File: config.mk
export PLATFORM = sky130hd
export DESIGN_NAME = vds_div
export DESIGN_NICKNAME = d
export VERILOG_FILES = /design/src/rtl/vehicle_drive_step_assert.svh /design/src/rtl/vds_pkg.sv /design/src/rtl/vds_div.sv
export SDC_FILE = /design/constraint.sdc
export NUM_CORES = 1
export LEC_CHECK = 0
export BUFFER_PORTS_ARGS = -buffer_cell sky130_fd_sc_hd__buf_2
export CELL_PAD_IN_SITES_DETAIL_PLACEMENT = 1
export CELL_PAD_IN_SITES_GLOBAL_PLACEMENT = 1
export CORE_ASPECT_RATIO = 2
export CORE_MARGIN = 2
export CORE_UTILIZATION = 43
export CTS_CLUSTER_SIZE = 25
export DETAILED_ROUTE_END_ITERATION = 16
export PLACE_DENSITY = 0.84
export RECOVER_POWER = 100
export SLEW_MARGIN = 20
export SYNTH_ARGS = -nofsm -noshare
export SYNTH_HDL_FRONTEND = slang
export SYNTH_SLANG_ARGS = --single-unit
File: constraint.sdc
create_clock -name clk -period 6.8 [get_ports clk]
set_input_delay 1.36 -clock clk [delete_from_list [all_inputs] [get_ports clk]]
set_output_delay 1.36 -clock clk [all_outputs]
set_load 0.01 [all_outputs]
File: src/rtl/vehicle_drive_step_assert.svh
// Assertion macros for the vehicle drive step block.
`ifndef VEHICLE_DRIVE_STEP_ASSERT_SVH
`define VEHICLE_DRIVE_STEP_ASSERT_SVH
`ifndef ASSERT_OFF
`define VDS_ASSERT(label, cond) \
  label: assert property (@(posedge clk) disable iff (rst) (cond)) \
    else $error("vehicle_drive_step check failed");
`define VDS_ASSERT_NEXT(label, pre, post) \
  label: assert property (@(posedge clk) disable iff (rst) (pre) |=> (post)) \
    else $error("vehicle_drive_step sequence check failed");
`else
`define VDS_ASSERT(label, cond)
`define VDS_ASSERT_NEXT(label, pre, post)
`endif
`endif

File: src/rtl/vds_pkg.sv
// Shared constants, types and tables for the vehicle drive step block.
`timescale 1ns / 1ps
`default_nettype none
package vds_pkg;
  localparam int ANGLE_ITERATIONS_DEF = 16;
  localparam int DIV_NUM_W = 58;
  localparam int DIV_DEN_W = 42;

  localparam logic [1:0] REQ_CONTROL = 2'd0;
  localparam logic [1:0] REQ_GEAR    = 2'd1;
  localparam logic [1:0] REQ_TICK    = 2'd2;
  // Request code with no meaning; such a transaction is dropped.
  localparam logic [1:0] REQ_UNUSED  = 2'd3;

  localparam logic [1:0] GEAR_PARK    = 2'd0;
  localparam logic [1:0] GEAR_NEUTRAL = 2'd1;
  localparam logic [1:0] GEAR_DRIVE   = 2'd2;
  localparam logic [1:0] GEAR_REVERSE = 2'd3;

  localparam logic [2:0] REG_ACCEL_LIMIT = 3'd0;
  localparam logic [2:0] REG_BRAKE_LIMIT = 3'd1;
  localparam logic [2:0] REG_STEER_LIMIT = 3'd2;
  localparam logic [2:0] REG_SPEED_LIMIT = 3'd3;
  localparam logic [2:0] REG_AXLE_DIST   = 3'd4;

  localparam logic signed [33:0] HALF_PI_Q30 = 34'sd1686629713;
  localparam logic signed [33:0] PI_Q30      = 34'sd3373259426;
  localparam logic signed [27:0] START_VEC   = 28'sd16777216;

  // Divider handshake between the sequencer and the shared divider.
  typedef struct packed {
    logic start;
  } div_ctrl_t;

  typedef struct packed {
    logic busy;
    logic done;
  } div_stat_t;

  // Arctangent of 2^-i in Q.30, truncated.
  function automatic logic [29:0] atan_q30(input logic [4:0] idx);
    logic [29:0] r;
    unique case (idx)
      5'd0:  r = 30'd843314856;
      5'd1:  r = 30'd497837829;
      5'd2:  r = 30'd263043836;
      5'd3:  r = 30'd133525158;
      5'd4:  r = 30'd67021686;
      5'd5:  r = 30'd33543515;
      5'd6:  r = 30'd16775850;
      5'd7:  r = 30'd8388437;
      5'd8:  r = 30'd4194282;
      5'd9:  r = 30'd2097149;
      5'd10: r = 30'd1048575;
      5'd11: r = 30'd524287;
      5'd12: r = 30'd262143;
      5'd13: r = 30'd131071;
      5'd14: r = 30'd65535;
      5'd15: r = 30'd32767;
      5'd16: r = 30'd16383;
      5'd17: r = 30'd8191;
      5'd18: r = 30'd4095;
      5'd19: r = 30'd2047;
      5'd20: r = 30'd1023;
      5'd21: r = 30'd511;
      5'd22: r = 30'd255;
      5'd23: r = 30'd127;
      default: r = 30'd0;
    endcase
    return r;
  endfunction
endpackage
`default_nettype wire

File: src/rtl/vds_div.sv
// Shared unsigned restoring divider, one quotient bit per cycle.
`timescale 1ns / 1ps
`default_nettype none
module vds_div #(
  parameter int NUM_W = 58,
  parameter int DEN_W = 42
) (
  input  wire                     clk,
  input  wire                     rst,
  input  vds_pkg::div_ctrl_t      ctrl,
  input  wire  [NUM_W-1:0]        num,
  input  wire  [DEN_W-1:0]        den,
  output vds_pkg::div_stat_t      stat,
  output logic [NUM_W-1:0]        quot
);
  import vds_pkg::*;

  localparam int CNT_W = $clog2(NUM_W + 1);
  localparam logic [CNT_W-1:0] NUM_CNT = CNT_W'(NUM_W);
  localparam logic [CNT_W-1:0] ONE_CNT = CNT_W'(1);

  logic             busy;
  logic             done;
  logic [CNT_W-1:0] cnt;
  logic [DEN_W-1:0] rem;
  logic [DEN_W-1:0] dr;
  logic [NUM_W-1:0] qr;
  logic [DEN_W:0]   rem_sh;
  logic             ge;
  logic [DEN_W:0]   diff;

  // One trial subtraction per cycle.
  assign rem_sh = {rem, qr[NUM_W-1]};
  assign ge     = rem_sh >= {1'b0, dr};
  assign diff   = rem_sh - {1'b0, dr};

  always_ff @(posedge clk) begin
    if (rst) begin
      busy <= 1'b0;
      done <= 1'b0;
      cnt  <= '0;
    end else begin
      done <= 1'b0;
      if (ctrl.start && !busy) begin
        busy <= 1'b1;
        cnt  <= NUM_CNT;
        rem  <= '0;
        dr   <= den;
        qr   <= num;
      end else if (busy) begin
        rem <= ge ? diff[DEN_W-1:0] : rem_sh[DEN_W-1:0];
        qr  <= {qr[NUM_W-2:0], ge};
        cnt <= cnt - ONE_CNT;
        if (cnt == ONE_CNT) begin
          busy <= 1'b0;
          done <= 1'b1;
        end
      end
    end
  end

  assign stat.busy = busy;
  assign stat.done = done;
  assign quot      = qr;
endmodule
`default_nettype wire

==> summary.md <==
| Metric | Value |
|---|---|
| Total die area | 21380 µm² |
| Starting density of the core | a little over two fifths |
| Yosys cell types | 64 |
| Slew Limit Fails | 169 |
| Clock Tree Root | clkbuf_16 |
| Die Wd | 104.4 µm |
| Vias in the first global route | 7691 |
| Post-CTS setup buffers | 0 |
| DP HPWL | approximately 18000 µm |
| Antenna Cells | 0 |
| Crit path launch | ctrl |
| # resized after CTS | 0 |
| Outcome | finished with violations |
| CP endpoint kind | flip-flop |
| Final setup fails | 0 |
| Worst clock skew | 0.01016 ns |
| Asr flop ratio synth | 0% |
| Area contributors post-synth | edfxtp_1, nand2_1, ha_1 |
| Layout cells sized above 1 | 13.26% |
| Critical path type | in2reg |
| GP Congestion | ~0.9 |
| Failing checks | capacitance limit, slew limit |
| Tmin final | about 4.9 ns |
| Longest Clk Path Bufs | 2 |
| Synthesized area per cell | just under 10 µm² |
| Vias per std cell | 5.437 |
| Most frequent cells in the layout | nand2_1, edfxtp_1, buf_2, nor2_1, clkbuf_1 |
| Syn Nets | around 1000 |
| Total gr overflow | 0 |
| Final Cycle Share | 72.25% |
| Overall global routing resource usage | 23.38% |
| EDFF count, synth | 142 |
| Slew headroom | -92.99% |
| Type of the tightest min-delay check | reg2reg |
| Warnings, synthesis | 0 |
| Clk Latency, worst-skew pair | between 0.4 and 0.5 ns |
| DR iter-0 viols | 299 |
| Drt total wl | 24140 µm |
| H-Tree Level Count | 4 |
| Transition time of the tightest slew-check pin | 2.884 ns |
| Ys flop type | edfxtp_1 |
| Netlist Area Pre-Place | 8668 µm² |
| Area growth from synthesis to layout | 16.67% |
| Startpoint types | primary input |
| Clock sink count | 150 |
| Clock tree from TritonCTS | done |
| Max Cap Viol | 4 |
| DIE HEIGHT | 204.8 µm |
| Layout Cells excl Fill | 1303 |
| I/O pins | 163 |
| Leak pwr | 4.267 nW |
| Wire per inst | 18.52 µm |
| Initial antenna violation count | 0 |
| Leading area contributor after synthesis | edfxtp_1 |
| Fmax | 203.6 MHz |
| Cells after DPL | 1271 |
| Cells after Synth | 883 |
| Setup TNS | 0 ns |
| Commonest non-fill, non-tap cell in the layout | nand2_1 |
| Min-Delay Startpoint | cnt[5] |
| Top cell type's share of synthesized area | 49.19% |
| Worst IR drop on VDD | between 0.0002 and 0.00025 V |
| Sequential cell area fraction in the yosys report | 51.04% |
| Hold buffer count at CTS | 0 |
| TritonRoute pass-1 iters | 4 |
| Largest fanout on the critical path | 64 |
| Row Count | 73 |
| Total core area | around 20000 µm² |
| Final Hold Fails | 0 |
| CP arrival | 5.20 ns |
| Post-route ant nets | 0 |
| Final nets | about 1200 |
| # port buffers | 162 |
| Clock-pin slew on the worst setup and hold paths | 0.07 ns |
| Num CTS Buffers | 17 |
| Vias post-DR | 7085 |
| DRC Markers | 0 |
| Worst Path Required | 7.09 ns |
| RSZ-0062 raised after global routing | false |
| Worst reg2reg startpoint | rem[8] |
| First-pass GRT wire length | just under 40000 µm |
| Largest net degree at the start of global routing | 68 |
| Seq cells post-synth | 150 |
| Power Density | 296.8 nW/µm² |
[per-layer routing]
| metal | up-vias | part of all wire, % | wire (µm) | GRT usage, % |
|---|---|---|---|---|
| li1 | 3401 | - | - | - |
| met1 | 3472 | 36 | 8592 | 22.75 |
| met3 | 37 | 5.1 | 1221 | 6.459 |
| met4 | 0 | 2.6 | 630 | 9.411 |
| met5 | - | 0 | 0 | 0 |
| met2 | 175 | 57 | 13690 | 45.56 |
[cell usage after synthesis, types with 5 or more instances]
cell type,number
inv_1,56
a21oi_1,48
nor3_1,16
xnor2_1,25
xor2_1,11
nand2_1,221
a21o_1,6
edfxtp_1,142
nand3_1,13
ha_1,44
nor2_1,69
clkbuf_1,30
a211oi_1,14
o21ai_0,30
mux2i_1,27
a211oi_2,5
nand4_1,12
o21bai_1,5
o22ai_1,7
nand2b_1,6
dfxtp_1,8
nor2b_1,8
o211ai_1,5
o21a_1,7
[worst paths after layout]
path	to	slack (ns)	cells after the start
max reg2reg	rem[7]	2.20	11
min	done	0.51	1
min reg2reg	done	0.51	1
max	quot[14]	1.89	5
[logic make-up (layout without fill, tap and decap cells)]
group	Yosys count	count (layout)	synth area share, %
AO/OA/AOI/OAI	158	158	12.14
XOR/XNOR	36	36	3.637
adder cells (fa/ha/maj)	45	45	6.582
buffers and inverters	97	255	5.196
flip-flops	150	150	51.04
multiplexers	27	27	3.118
AND/OR/NAND/NOR	370	370	18.29
[flip-flops by register name, summed over array words and instances, names as in the netlist]
signal and count:
busy 1, done 1, dr 42, rem 42, quot 58, cnt 6
[layout make-up]
type / instances / area [µm²]
fillers: 2351 / 9707
flip-flops and latches: 150 / 4424
multi-input cells: 636 / 3749
repair buffers: 167 / 773.2
clock buffers: 19 / 432.9
well taps: 262 / 327.8
inverters: 56 / 210.2
clock inverters: 13 / 196.4
[through the flow]
stage | power [W] | setup slack (ns) | hold slack, ns | cell area (µm²) | util (%)
floorplan | 0.001806 | 0.4980 | 0.4447 | 8668 | -
global placement | 0.001974 | 2.848 | 0.4933 | 9643 | 48.65
detailed placement | 0.002000 | 2.760 | 0.5005 | 9643 | 48.65
CTS | 0.003044 | 2.690 | 0.5103 | 10270 | 51.83
global route | 0.003146 | 1.455 | 0.5354 | 10110 | 51.03
finish | 0.003002 | 1.887 | 0.5093 | 10110 | 51.03
[where the power goes]
part | leakage [nW] | internal [W] | switching (W)
clock network | 0.305 | 0.000622 | 0.000409
logic | 2.54 | 0.000305 | 0.000485
registers | 1.42 | 0.00113 | 0.0000491
[critical path, cell delays in order]
cell and delay (ns):
clkbuf_1 0.28, nor2b_1 1.97, clkbuf_2 1.23, nand2_1 0.14
nand2_1 0.16
No activity file was read; power rests on OpenSTA's default activity.
